<file path="src/jlsp_pkg.sv">
package jlsp_pkg;

  // Fixed-point fraction bits of all positions, velocities, accelerations and gains.
  localparam int FRAC_BITS = 8;

  // Field widths.
  localparam int POS_W = 20;
  localparam int VEL_W = 19;
  localparam int ACC_W = 23;
  localparam int MS_W  = 10;

  // Shared multiplier operand and product widths.
  localparam int MUL_W  = 33;
  localparam int PROD_W = 2 * MUL_W;

  // Configuration port address width: eight 32-bit registers.
  localparam int ADDR_W = 5;

  typedef enum logic [2:0] {
    REG_POS_GAIN,
    REG_VEL_GAIN,
    REG_VEL_LIMIT,
    REG_ACC_LIMIT,
    REG_JERK_LIMIT,
    REG_DEF_TICK,
    REG_PULSE_MIN,
    REG_PULSE_MAX
  } reg_idx_e;

  typedef struct packed {
    logic [15:0] position_gain;
    logic [15:0] velocity_gain;
    logic [17:0] velocity_limit;
    logic [21:0] accel_limit;
    logic [23:0] jerk_limit;
    logic [9:0]  default_tick_ms;
    logic [11:0] pulse_min;
    logic [11:0] pulse_max;
  } cfg_t;

endpackage

</file>
<file path="src/jlsp_in_if.sv">
interface jlsp_in_if;
  import jlsp_pkg::*;

  logic             valid;
  logic             ready;
  logic [POS_W-1:0] target_pulse;
  logic [MS_W-1:0]  elapsed_ms;

  modport source (output valid, output target_pulse, output elapsed_ms, input ready);
  modport sink   (input valid, input target_pulse, input elapsed_ms, output ready);
endinterface

</file>
<file path="src/jlsp_out_if.sv">
interface jlsp_out_if;
  import jlsp_pkg::*;

  logic                    valid;
  logic                    ready;
  logic        [POS_W-1:0] servo_pulse;
  logic signed [VEL_W-1:0] velocity_now;
  logic signed [ACC_W-1:0] accel_now;

  modport source (output valid, output servo_pulse, output velocity_now, output accel_now,
                  input ready);
  modport sink   (input valid, input servo_pulse, input velocity_now, input accel_now,
                  output ready);
endinterface

</file>
<file path="src/jlsp_regs.sv">
module jlsp_regs (
  input  logic                         clk_i,
  input  logic                         rst_ni,
  input  logic                         psel,
  input  logic                         penable,
  input  logic                         pwrite,
  input  logic [jlsp_pkg::ADDR_W-1:0]  paddr,
  input  logic [31:0]                  pwdata,
  output logic [31:0]                  prdata,
  output logic                         pready,
  output jlsp_pkg::cfg_t               cfg_o
);
  import jlsp_pkg::*;

  localparam cfg_t CFG_RESET = '{
    position_gain:   16'd512,
    velocity_gain:   16'd1536,
    velocity_limit:  18'd38400,
    accel_limit:     22'd230400,
    jerk_limit:      24'd426752,
    default_tick_ms: 10'd10,
    pulse_min:       12'd800,
    pulse_max:       12'd1800
  };

  cfg_t     cfg_q;
  logic     wr_en;
  reg_idx_e idx;

  assign pready = 1'b1;
  assign wr_en  = psel && penable && pwrite;
  assign idx    = reg_idx_e'(paddr[ADDR_W-1:2]);
  assign cfg_o  = cfg_q;

  always_ff @(posedge clk_i or negedge rst_ni) begin
    if (!rst_ni) begin
      cfg_q <= CFG_RESET;
    end else if (wr_en) begin
      case (idx)
        REG_POS_GAIN:   cfg_q.position_gain   <= pwdata[15:0];
        REG_VEL_GAIN:   cfg_q.velocity_gain   <= pwdata[15:0];
        REG_VEL_LIMIT:  cfg_q.velocity_limit  <= pwdata[17:0];
        REG_ACC_LIMIT:  cfg_q.accel_limit     <= pwdata[21:0];
        REG_JERK_LIMIT: cfg_q.jerk_limit      <= pwdata[23:0];
        REG_DEF_TICK:   cfg_q.default_tick_ms <= pwdata[9:0];
        REG_PULSE_MIN:  cfg_q.pulse_min       <= pwdata[11:0];
        REG_PULSE_MAX:  cfg_q.pulse_max       <= pwdata[11:0];
        default: ;
      endcase
    end
  end

  always_comb begin
    case (idx)
      REG_POS_GAIN:   prdata = 32'(cfg_q.position_gain);
      REG_VEL_GAIN:   prdata = 32'(cfg_q.velocity_gain);
      REG_VEL_LIMIT:  prdata = 32'(cfg_q.velocity_limit);
      REG_ACC_LIMIT:  prdata = 32'(cfg_q.accel_limit);
      REG_JERK_LIMIT: prdata = 32'(cfg_q.jerk_limit);
      REG_DEF_TICK:   prdata = 32'(cfg_q.default_tick_ms);
      REG_PULSE_MIN:  prdata = 32'(cfg_q.pulse_min);
      REG_PULSE_MAX:  prdata = 32'(cfg_q.pulse_max);
      default:        prdata = '0;
    endcase
  end

endmodule

</file>
<file path="src/jlsp_mul.sv">
module jlsp_mul (
  input  logic                                clk_i,
  input  logic                                en_i,
  input  logic signed [jlsp_pkg::MUL_W-1:0]   a_i,
  input  logic signed [jlsp_pkg::MUL_W-1:0]   b_i,
  output logic signed [jlsp_pkg::PROD_W-1:0]  prod_o
);
  import jlsp_pkg::*;

  logic signed [PROD_W-1:0] prod_d;
  logic signed [PROD_W-1:0] prod_q;

  assign prod_d = PROD_W'(a_i) * PROD_W'(b_i);

  always_ff @(posedge clk_i) begin
    if (en_i) begin
      prod_q <= prod_d;
    end
  end

  assign prod_o = prod_q;

endmodule

</file>
<file path="src/jlsp_seq.sv">
module jlsp_seq (
  input  logic            clk_i,
  input  logic            rst_ni,
  input  jlsp_pkg::cfg_t  cfg_i,
  jlsp_in_if.sink         tick_i,
  jlsp_out_if.source      result_o
);
  import jlsp_pkg::*;

  localparam int SW          = 40;
  localparam int LIM_W       = 25;
  localparam int JSTEP_W     = 25;
  localparam int DIV_IN_W    = 31;
  localparam int RECIP_SHIFT = 38;
  // ceil(2^38 / 125); a value shifted right by three and scaled by this gives x / 1000.
  localparam logic [31:0] RECIP_125 = 32'd2199023256;

  localparam logic [4:0] ST_IDLE = 5'd0;
  localparam logic [4:0] ST_M1   = 5'd1;
  localparam logic [4:0] ST_VD   = 5'd2;
  localparam logic [4:0] ST_M2   = 5'd3;
  localparam logic [4:0] ST_AD   = 5'd4;
  localparam logic [4:0] ST_M3   = 5'd5;
  localparam logic [4:0] ST_D3   = 5'd6;
  localparam logic [4:0] ST_J    = 5'd7;
  localparam logic [4:0] ST_DL   = 5'd8;
  localparam logic [4:0] ST_ACC  = 5'd9;
  localparam logic [4:0] ST_M4   = 5'd10;
  localparam logic [4:0] ST_D4   = 5'd11;
  localparam logic [4:0] ST_V    = 5'd12;
  localparam logic [4:0] ST_M5   = 5'd13;
  localparam logic [4:0] ST_D5   = 5'd14;
  localparam logic [4:0] ST_P    = 5'd15;
  localparam logic [4:0] ST_WB   = 5'd16;

  function automatic logic signed [SW-1:0] clamp_sym(input logic signed [SW-1:0] x,
                                                     input logic [LIM_W-1:0] lim);
    logic signed [SW-1:0] l;
    l = $signed({{(SW-LIM_W){1'b0}}, lim});
    if (x < -l) begin
      clamp_sym = -l;
    end else if (x > l) begin
      clamp_sym = l;
    end else begin
      clamp_sym = x;
    end
  endfunction

  // Scale by 2^-FRAC_BITS, truncating toward zero.
  function automatic logic signed [SW-1:0] trunc_frac(input logic signed [SW-1:0] x);
    logic signed [SW-1:0] bias;
    bias = x[SW-1] ? SW'(2**FRAC_BITS - 1) : '0;
    trunc_frac = (x + bias) >>> FRAC_BITS;
  endfunction

  logic [4:0] state_q, state_d;

  logic        [POS_W-1:0]   tgt_q;
  logic        [MS_W-1:0]    ms_q;
  logic signed [VEL_W-1:0]   vd_q;
  logic signed [ACC_W-1:0]   ad_q;
  logic        [JSTEP_W-1:0] jstep_q;
  logic signed [ACC_W:0]     delta_q;
  logic                      neg_q;

  logic        [POS_W-1:0]   pos_q, pos_d;
  logic signed [VEL_W-1:0]   vel_q, vel_d;
  logic signed [ACC_W-1:0]   acc_q, acc_d;

  logic                      out_valid_q, out_valid_d;
  logic        [POS_W-1:0]   out_pos_q;
  logic signed [VEL_W-1:0]   out_vel_q;
  logic signed [ACC_W-1:0]   out_acc_q;

  logic                      accept;
  logic                      wb_fire;
  logic                      mul_en;
  logic signed [MUL_W-1:0]   mul_a, mul_b;
  logic signed [PROD_W-1:0]  prod;
  logic signed [SW-1:0]      prod_lo;
  logic        [PROD_W-1:0]  mag;
  logic        [JSTEP_W-1:0] quo;
  logic signed [SW-1:0]      quo_s;
  logic signed [POS_W:0]     pos_err;
  logic signed [VEL_W:0]     vel_err;
  logic signed [SW-1:0]      pos_sum, pos_lo, pos_hi, pos_clamped;
  logic signed [SW-1:0]      vd_d, ad_d, delta_d, acc_n, velc_n, vel_n;

  jlsp_mul u_mul (
    .clk_i  (clk_i),
    .en_i   (mul_en),
    .a_i    (mul_a),
    .b_i    (mul_b),
    .prod_o (prod)
  );

  assign tick_i.ready = (state_q == ST_IDLE);
  assign accept       = tick_i.valid && tick_i.ready;
  assign wb_fire      = (state_q == ST_WB) && (!out_valid_q || result_o.ready);

  assign prod_lo = prod[SW-1:0];
  assign mag     = prod[PROD_W-1] ? $unsigned(-prod) : $unsigned(prod);
  assign quo     = prod[RECIP_SHIFT+JSTEP_W-1:RECIP_SHIFT];
  assign quo_s   = neg_q ? -$signed({{(SW-JSTEP_W){1'b0}}, quo})
                         :  $signed({{(SW-JSTEP_W){1'b0}}, quo});

  assign pos_err = $signed({1'b0, tgt_q}) - $signed({1'b0, pos_q});
  assign vel_err = (VEL_W+1)'(vd_q) - (VEL_W+1)'(vel_q);

  assign vd_d    = clamp_sym(trunc_frac(prod_lo), LIM_W'(cfg_i.velocity_limit));
  assign ad_d    = clamp_sym(trunc_frac(prod_lo), LIM_W'(cfg_i.accel_limit));
  assign delta_d = clamp_sym(SW'(ad_q) - SW'(acc_q), jstep_q);
  assign acc_n   = clamp_sym(SW'(acc_q) + SW'(delta_q), LIM_W'(cfg_i.accel_limit));
  assign velc_n  = clamp_sym(SW'(vel_q), LIM_W'(cfg_i.velocity_limit));
  assign vel_n   = clamp_sym(SW'(vel_q) + quo_s, LIM_W'(cfg_i.velocity_limit));

  assign pos_sum = $signed({{(SW-POS_W){1'b0}}, pos_q}) + quo_s;
  assign pos_lo  = $signed({{(SW-12-FRAC_BITS){1'b0}}, cfg_i.pulse_min, {FRAC_BITS{1'b0}}});
  assign pos_hi  = $signed({{(SW-12-FRAC_BITS){1'b0}}, cfg_i.pulse_max, {FRAC_BITS{1'b0}}});

  // With inverted limits, a sum below the lower limit gets it, any other the upper.
  always_comb begin
    if (pos_sum < pos_lo) begin
      pos_clamped = pos_lo;
    end else if (pos_sum > pos_hi) begin
      pos_clamped = pos_hi;
    end else begin
      pos_clamped = pos_sum;
    end
  end

  // Operand selection for the shared multiplier.
  always_comb begin
    mul_en = 1'b1;
    mul_a  = '0;
    mul_b  = '0;
    case (state_q)
      ST_M1: begin
        mul_a = MUL_W'(pos_err);
        mul_b = MUL_W'({1'b0, cfg_i.position_gain});
      end
      ST_M2: begin
        mul_a = MUL_W'(vel_err);
        mul_b = MUL_W'({1'b0, cfg_i.velocity_gain});
      end
      ST_M3: begin
        mul_a = MUL_W'({1'b0, cfg_i.jerk_limit});
        mul_b = MUL_W'({1'b0, ms_q});
      end
      ST_M4: begin
        mul_a = MUL_W'(acc_q);
        mul_b = MUL_W'({1'b0, ms_q});
      end
      ST_M5: begin
        mul_a = MUL_W'(vel_q);
        mul_b = MUL_W'({1'b0, ms_q});
      end
      ST_D3, ST_D4, ST_D5: begin
        mul_a = MUL_W'({1'b0, mag[DIV_IN_W+2:3]});
        mul_b = MUL_W'({1'b0, RECIP_125});
      end
      default: begin
        mul_en = 1'b0;
      end
    endcase
  end

  always_comb begin
    state_d = state_q;
    pos_d   = pos_q;
    vel_d   = vel_q;
    acc_d   = acc_q;
    case (state_q)
      ST_IDLE: if (accept) state_d = ST_M1;
      ST_M1:   state_d = ST_VD;
      ST_VD:   state_d = ST_M2;
      ST_M2:   state_d = ST_AD;
      ST_AD:   state_d = ST_M3;
      ST_M3:   state_d = ST_D3;
      ST_D3:   state_d = ST_J;
      ST_J:    state_d = ST_DL;
      ST_DL: begin
        vel_d   = velc_n[VEL_W-1:0];
        state_d = ST_ACC;
      end
      ST_ACC: begin
        acc_d   = acc_n[ACC_W-1:0];
        state_d = ST_M4;
      end
      ST_M4:   state_d = ST_D4;
      ST_D4:   state_d = ST_V;
      ST_V: begin
        vel_d   = vel_n[VEL_W-1:0];
        state_d = ST_M5;
      end
      ST_M5:   state_d = ST_D5;
      ST_D5:   state_d = ST_P;
      ST_P: begin
        pos_d   = pos_clamped[POS_W-1:0];
        state_d = ST_WB;
      end
      ST_WB:   if (wb_fire) state_d = ST_IDLE;
      default: state_d = ST_IDLE;
    endcase
  end

  always_comb begin
    if (wb_fire) begin
      out_valid_d = 1'b1;
    end else if (result_o.ready) begin
      out_valid_d = 1'b0;
    end else begin
      out_valid_d = out_valid_q;
    end
  end

  always_ff @(posedge clk_i or negedge rst_ni) begin
    if (!rst_ni) begin
      state_q     <= ST_IDLE;
      pos_q       <= '0;
      vel_q       <= '0;
      acc_q       <= '0;
      out_valid_q <= 1'b0;
    end else begin
      state_q     <= state_d;
      pos_q       <= pos_d;
      vel_q       <= vel_d;
      acc_q       <= acc_d;
      out_valid_q <= out_valid_d;
    end
  end

  always_ff @(posedge clk_i) begin
    if (accept) begin
      tgt_q <= tick_i.target_pulse;
      ms_q  <= (tick_i.elapsed_ms == '0) ? cfg_i.default_tick_ms : tick_i.elapsed_ms;
    end
    if (state_q == ST_VD) vd_q <= vd_d[VEL_W-1:0];
    if (state_q == ST_AD) ad_q <= ad_d[ACC_W-1:0];
    if (state_q == ST_J)  jstep_q <= quo;
    if (state_q == ST_DL) delta_q <= delta_d[ACC_W:0];
    if (state_q == ST_D3 || state_q == ST_D4 || state_q == ST_D5) begin
      neg_q <= prod[PROD_W-1];
    end
    if (wb_fire) begin
      out_pos_q <= pos_q;
      out_vel_q <= vel_q;
      out_acc_q <= acc_q;
    end
  end

  assign result_o.valid        = out_valid_q;
  assign result_o.servo_pulse  = out_pos_q;
  assign result_o.velocity_now = out_vel_q;
  assign result_o.accel_now    = out_acc_q;

endmodule

</file>
<file path="src/jerk_limited_servo_profiler.sv">
// Jerk-limited servo position profiler.
// Ticks are handled one at a time: the sequencer steps one shared 33x33 multiplier through
// five products and three reciprocal divisions by 1000 before it writes the result and
// takes the next tick; that write waits while an earlier result is still untaken.
// Reset (rst_ni low, asynchronous) clears position, velocity, acceleration and the result
// valid flag, and loads every configuration register with its default.
module jerk_limited_servo_profiler (
  input  logic                         clk_i,
  input  logic                         rst_ni,
  jlsp_in_if.sink                      tick_i,
  jlsp_out_if.source                   result_o,
  input  logic                         psel,
  input  logic                         penable,
  input  logic                         pwrite,
  input  logic [jlsp_pkg::ADDR_W-1:0]  paddr,
  input  logic [31:0]                  pwdata,
  output logic [31:0]                  prdata,
  output logic                         pready
);
  import jlsp_pkg::*;

  // APB-style config registers; user must write only while the block is idle; no check.
  cfg_t cfg;

  jlsp_regs u_regs (
    .clk_i   (clk_i),
    .rst_ni  (rst_ni),
    .psel    (psel),
    .penable (penable),
    .pwrite  (pwrite),
    .paddr   (paddr),
    .pwdata  (pwdata),
    .prdata  (prdata),
    .pready  (pready),
    .cfg_o   (cfg)
  );

  // The sequencer takes one tick transaction at a time. It computes the desired velocity
  // and acceleration from the two gain products, limits the change in acceleration by the
  // jerk step, then integrates acceleration, velocity and position with their clamps.
  // Every division by 1000 is a multiply by a reciprocal on the same shared multiplier.
  // The finished result sits in an output register, so a new tick transaction is accepted
  // while the previous result still waits to be taken.
  jlsp_seq u_seq (
    .clk_i    (clk_i),
    .rst_ni   (rst_ni),
    .cfg_i    (cfg),
    .tick_i   (tick_i),
    .result_o (result_o)
  );

`ifndef ASSERT_OFF
  // Once a tick transaction is taken the block is busy for the whole sequence.
  a_busy_after_accept: assert property (@(posedge clk_i) disable iff (!rst_ni)
    (tick_i.valid && tick_i.ready) |=> !tick_i.ready)
    else $error("input ready did not drop after a tick transaction");

  // A new result appears only as the sequence ends and the block turns ready again.
  a_result_ends_run: assert property (@(posedge clk_i) disable iff (!rst_ni)
    $rose(result_o.valid) |-> (tick_i.ready && $past(!tick_i.ready)))
    else $error("result appeared outside the end of a sequence");
`endif

endmodule
</file>
<file path="src/flat_wrapper.sv">
// flat-port wrapper written by rule: the top's interface ports become plain ports
module jerk_limited_servo_profiler_flat import jlsp_pkg::*;
  (clk_i, rst_ni, psel, penable, pwrite, paddr, pwdata, prdata, pready, tick_i_valid, tick_i_target_pulse, tick_i_elapsed_ms, tick_i_ready, result_o_valid, result_o_servo_pulse, result_o_velocity_now, result_o_accel_now, result_o_ready);
  jlsp_in_if tick_i_i ();
  jlsp_out_if result_o_i ();
  input  logic clk_i;
  input  logic rst_ni;
  input  logic psel;
  input  logic penable;
  input  logic pwrite;
  input  logic [jlsp_pkg::ADDR_W-1:0] paddr;
  input  logic [31:0] pwdata;
  output logic [31:0] prdata;
  output logic pready;
  input wire logic [$bits(tick_i_i.valid)-1:0] tick_i_valid;
  input wire logic [$bits(tick_i_i.target_pulse)-1:0] tick_i_target_pulse;
  input wire logic [$bits(tick_i_i.elapsed_ms)-1:0] tick_i_elapsed_ms;
  output wire logic [$bits(tick_i_i.ready)-1:0] tick_i_ready;
  output wire logic [$bits(result_o_i.valid)-1:0] result_o_valid;
  output wire logic [$bits(result_o_i.servo_pulse)-1:0] result_o_servo_pulse;
  output wire logic [$bits(result_o_i.velocity_now)-1:0] result_o_velocity_now;
  output wire logic [$bits(result_o_i.accel_now)-1:0] result_o_accel_now;
  input wire logic [$bits(result_o_i.ready)-1:0] result_o_ready;
  assign tick_i_i.valid = tick_i_valid;
  assign tick_i_i.target_pulse = tick_i_target_pulse;
  assign tick_i_i.elapsed_ms = tick_i_elapsed_ms;
  assign tick_i_ready = tick_i_i.ready;
  assign result_o_valid = result_o_i.valid;
  assign result_o_servo_pulse = result_o_i.servo_pulse;
  assign result_o_velocity_now = result_o_i.velocity_now;
  assign result_o_accel_now = result_o_i.accel_now;
  assign result_o_i.ready = result_o_ready;
  jerk_limited_servo_profiler u_core (.clk_i(clk_i), .rst_ni(rst_ni), .tick_i(tick_i_i), .result_o(result_o_i), .psel(psel), .penable(penable), .pwrite(pwrite), .paddr(paddr), .pwdata(pwdata), .prdata(prdata), .pready(pready));
endmodule
</file>
<file path="config.mk">
export PLATFORM = sky130hd
export DESIGN_NAME = jerk_limited_servo_profiler_flat
export DESIGN_NICKNAME = d
export VERILOG_FILES = /design/src/jlsp_pkg.sv /design/src/jlsp_in_if.sv /design/src/jlsp_out_if.sv /design/src/jlsp_regs.sv /design/src/jlsp_mul.sv /design/src/jlsp_seq.sv /design/src/jerk_limited_servo_profiler.sv /design/src/flat_wrapper.sv
export SDC_FILE = /design/constraint.sdc
export NUM_CORES = 2
export LEC_CHECK = 0
export BUFFER_PORTS_ARGS = -buffer_cell sky130_fd_sc_hd__buf_2
export CORE_MARGIN = 5
export CORE_UTILIZATION = 40
export CTS_BUF_LIST = sky130_fd_sc_hd__clkbuf_4
export DETAILED_ROUTE_END_ITERATION = 6
export PLACE_DENSITY = 0.63
export SYNTH_ARGS = -nofsm -noshare
export SYNTH_HDL_FRONTEND = slang
export SYNTH_HIERARCHICAL = 1
export SYNTH_SLANG_ARGS = --single-unit
export TNS_END_PERCENT = 1
</file>
<file path="constraint.sdc">
create_clock -name clk_i -period 15.65 [get_ports clk_i]
set_input_delay 2.3475 -clock clk_i [delete_from_list [all_inputs] [get_ports clk_i]]
set_output_delay 2.3475 -clock clk_i [all_outputs]
set_load 0.02 [all_outputs]
</file>
### Word level (Yosys, flattened, before mapping)

Index checks and enable logic that the tools add are counted.
W data, S select, Z words.

* memory bits (read-only): 0
* bits in registers: 448
* memories: 0
* RAM bits: 0
* output and inout bits: 97
* input bits: 74
* word-level logic and storage cells: 131
* latch bits: 0

* divide/modulo/power cells: 0
* $lt $le $gt $ge: 14
* bitwise gates (word level): 0
* equality and inequality tests: 26
* multipliers: 1
* shift operators: 0
* reduce and logical (&&, ||, !) cells: 26
* add/subtract/negate cells: 12
* multiplexer cells: 28

Operators by type and width (count)
* $pmux W32 S8: 1
* $pmux W33 S6: 1
* $pmux W32 S4: 1
* $mux W19: 6
* $mux W23: 4
* $pmux W5 S17: 1
* $lt A32 B40 Y1: 2
* $neg A25 Y40: 2
* $mul A33 B33 Y66: 1
* $mux W24: 2
* $add A19 B40 Y40: 1
* $add A21 B40 Y40: 1
* $add A40 B9 Y40: 1
* $eq A5 B4 Y1 const B: 8
* $gt A40 B19 Y1: 1
* $gt A40 B21 Y1: 1
* $lt A19 B40 Y1: 1
* $lt A24 B40 Y1: 1
* $lt A25 B40 Y1: 1
* $lt A40 B21 Y1: 1
* $lt A40 B40 Y1: 1
* $mux W20: 2
* $mux W40: 1
* $neg A18 Y40: 1
* other kinds (37): 64

### Depth between registers and ports, before layout

* depth after elaboration: 7
* depth in mapped cells: 45
* depth with buffers taken out: 42

### Cells and area by module

Netlist, hierarchy kept.

By module, submodules not included
* jlsp_mul: instances 1, sequential area each 1981.9 um^2, area an instance 40975.5 um^2, cells each 4307
* jlsp_seq: instances 1, sequential area each 7226.9 um^2, area an instance 31747.9 um^2, cells each 3730
* jlsp_regs: instances 1, sequential area each 3284.4 um^2, area an instance 6015.8 um^2, cells each 437

### Worst setup path before layout

No wires, ideal clock.

* path type: register to register
* start point: reg u_core.u_seq.state_q[2]
* end point: reg u_core.u_seq.u_mul.prod_q[0] (netlist: u_core/u_seq/u_mul/prod_o[0]), enable pin
* period minus slack after synthesis: 12151 ps
* setup slack: 3499 ps
* data required time: 14806 ps
* library setup time: 844 ps
* path buffers: 2
* arrival time: 11307 ps
* stages on the path, launching flop included: 6
* cells stage by stage: dfrtp_1 > clkbuf_1 > inv_1 > clkbuf_1 > nor2_1 > a2111oi_0

* longest elaborated chain between the ends: 3
* elaborated cells on any way between the ends: 10
* classes of those cells: 8 x eq/ne; 1 x mux; 1 x reduce/logical

RTL lines
* start: declaration: RTL line jlsp_seq.sv:56 `logic [4:0] state_q, state_d;`
* start signal: assignment: RTL line jlsp_seq.sv:225 `state_q <= state_d;`
* $eq A5 B3 Y1, or another cell as far along: RTL line jlsp_seq.sv:137 `case (state_q)`
* $reduce_or A8 Y1 (no source line) (*)
* $mux W1 (*): RTL line jlsp_seq.sv:137
* named net u_core.u_seq.mul_en: RTL line jlsp_seq.sv:77 `logic mul_en;`
* end signal: assignment: RTL line jlsp_mul.sv:17 `prod_q <= prod_d;`
* end: declaration: RTL line jlsp_mul.sv:11 `logic signed [PROD_W-1:0] prod_q;`

Mark *: on every way through the listed nets, which the timed path passes. The rest lies on a longest branch.
A chain may end at the register's enable or synchronous reset.

### Final worst setup path

* start point: reg u_core.u_seq.vel_q[1]
* end point: reg u_core.u_seq.u_mul.prod_q[65] (netlist: u_core/u_seq/u_mul/prod_o[65]), data pin

* longest elaborated chain between the ends: 3

RTL lines
* start: declaration: RTL line jlsp_seq.sv:67 `logic signed [VEL_W-1:0] vel_q, vel_d;`
* start signal: assignment: RTL line jlsp_seq.sv:227 `vel_q <= vel_d;`
* $sub A19 B19 Y20: RTL line jlsp_seq.sv:108 `assign vel_err = (VEL_W+1)'(vd_q) - (VEL_W+1)'(vel_q);`
* $pmux W33 S6: RTL line jlsp_seq.sv:137
* named net u_core.u_seq.mul_a[31]: RTL line jlsp_seq.sv:78 `logic signed [MUL_W-1:0] mul_a, mul_b;`
* $mul A33 B33 Y66: RTL line jlsp_mul.sv:13 `assign prod_d = PROD_W'(a_i) * PROD_W'(b_i);`
* named net u_core.u_seq.u_mul.prod_d[65]: RTL line jlsp_mul.sv:10 `logic signed [PROD_W-1:0] prod_d;`

The timed path passes the listed nets, and every way through them passes these cells.

==> metrics.md <==
| Metric | Value |
|---|---|
| Post-CTS Setup Bufs | `0` |
| Most frequent cells in the layout | `inv_1, fa_1, nand2_1` |
| R2R Path End | `u_core/u_seq/u_mul/prod_o[65]` |
| Crit path max fanout | `52` |
| Buffers added on ports | `151` |
| Antenna violations before repair | `21` |
| Vias in the first global route | `66100` |
| Slew margin rel. | `17.1%` |
| Final Cycle Share | `83.8%` |
| Initial DRC count | `5348` |
| FILL cells | `19100` |
| Crit path launch | `u_core/u_seq/vel_q[1]` |
| RD Place Congestion | `1.03` |
| Clock net sink count | `446` |
| First-pass GRT wire length | `417000 um` |
| WL/cell | `24.6 um` |
| Row count | `162` |
| Startpoint types | `flip-flop` |
| Gr usage total | `26.9%` |
| Grt total ovfl | `0` |
| Root buf cell | `clkbuf_4` |
| Worst Path Arrival | `13880 ps` |
| CP Capture Type | `flip-flop` |
| Number of remaining DRC errors | `2` |
| TritonCTS clock tree | `yes` |
| 1st-pass router iterations | `7` |
| Slew @ Worst Pin | `1240 ps` |
| Die height | `453 um` |
| Starting density of the core | `40.3%` |
| Mapped Area | `0.0786 sq mm` |
| H-tree depth | `3` |
| Largest net degree at the start of global routing | `90` |
| Worst Hold Depth | `1` |
| Final setup vio count | `0` |
| Via count | `63400` |
| Worst-path clk slew | `70 ps` |
| Hold Crit Class | `flip-flop to flip-flop` |
| Num ports | `171` |
| Core Box Area | `0.195 sq mm` |
| Post-route ant nets | `0` |
| Synth Area per Inst | `9.29 sq um` |
| Minimum clock period | `13110 ps` |
| Run status | `finished with violations` |
| PostCTS Resize Cnt | `0` |
| RSZ-0062 raised after global routing | `false` |
| Crit path capture | `u_core/u_seq/u_mul/prod_o[65]` |
| Final Hold Fails | `0` |
| Layout cells sized above 1 | `8.50%` |
| Cells after Synth | `8464` |
| Area Growth Syn to Fin | `7.01%` |
| CP most frequent cell | `fa_1` |
| Most common cell after layout, fill and taps aside | `inv_1` |
| Worst-skew pair later-pin latency | `1090 ps` |
| MaxCap Viol Count | `0` |
| Register area | `0.0124 sq mm` |
| Multi-input logic area | `0.0597 sq mm` |
| Clk_skew | `114 ps` |
| Cells on worst reg2reg path | `36` |
| Largest stage delay, worst path | `1000 ps` |
| Yosys warnings | `6` |
| Violated checks | `design-rule violations` |
| DR vias/cell | `5.62` |
| Setup total negative slack | `0 ps` |
| Die Area | `0.206 sq mm` |
| Critical path's slowest cell | `fa_1` |
| Final Max Tran Viols | `0` |
| CTS Hold Bufs | `0` |
| Fin util | `43.1%` |
| Achievable Freq | `76.3 MHz` |
| Reg-to-reg startpoint | `u_core/u_seq/vel_q[1]` |
| Die width | `453 um` |
| # nets final | `10500` |
| Hpwl dp | `221000 um` |
| Clock Path Buffers | `3` |
| Reg2Reg Setup Slack | `2540 ps` |
| CP Data Required Time | `16420 ps` |
| WL final | `277000 um` |
| CP Class | `flip-flop to flip-flop` |
| CTS Buf Count | `116` |
per-stage QoR:
stage          instances  hold WS [ps]  worst slack [ps]  area, sq um
2_1_floorplan       8542           453              3820        78900
3_3_place_gp       11000           501              2730        82500
3_5_place_dp       11000           508              2540        82500
4_1_cts            11300           525              2590        84100
5_1_grt            11300           545              1750        84100
6_report           11300           526              2540        84100
registers in the layout (all words and copies together) (netlist names), 19 cells and up:
name,count
u_core/u_regs/cfg_o,130
u_core/u_seq/u_mul/prod_o,64
u_core/u_seq/jstep_q,25
u_core/u_seq/delta_q,24
u_core/u_seq/acc_q,23
u_core/u_seq/ad_q,23
u_core/u_seq/result_o.accel_now,23
u_core/u_seq/pos_q,20
u_core/u_seq/result_o.servo_pulse,20
u_core/u_seq/tgt_q,20
u_core/u_seq/result_o.velocity_now,19
u_core/u_seq/vd_q,19
u_core/u_seq/vel_q,19
final cells by class:
class	count	area share, %
Antenna cell	14	0.0416
Multi-Input combinational cell	6289	71.0
Clock buffer	169	1.51
Inverter	1408	6.29
Clock inverter	48	0.412
Sequential cell	446	14.8
Tap cell	2624	3.90
Timing Repair Buffer	280	2.06
worst max-delay path, delay by kind of cell (launching register included):
kind            cells  cell delay (ps)
simple gates        4              740
xor+xnor            1              130
buf+inv             6             1760
flops               1              800
fa+ha+maj          10             5320
compound gates     15             4040
worst min-delay path by stage:
stage | slack (ps) | end | start
CTS | 530 | u_core/u_regs/cfg_o[126] | u_core/u_regs/cfg_o[126]
finish | 530 | u_core/u_regs/cfg_o[126] | u_core/u_regs/cfg_o[126]
global route | 540 | u_core/u_regs/cfg_o[126] | u_core/u_regs/cfg_o[126]
floorplan | 450 | u_core/u_seq/result_o.servo_pulse[15] | u_core/u_seq/pos_q[15]
detailed placement | 510 | u_core/u_regs/cfg_o[126] | u_core/u_regs/cfg_o[126]
global placement | 500 | u_core/u_regs/cfg_o[126] | u_core/u_regs/cfg_o[126]
layer usage:
metal | global-route usage (%) | share of wire, % | vias up
met5 | 0 | 0.014 | -
met4 | 15.4 | 6.9 | 6
met3 | 4.37 | 7.5 | 636
met2 | 44.1 | 46 | 2648
met1 | 33.7 | 39 | 32100
li1 | - | - | 28100
Power is left out: the tool's default activity adds up to more than one toggle a clock period on the data nets, which glitch-free logic cannot reach.
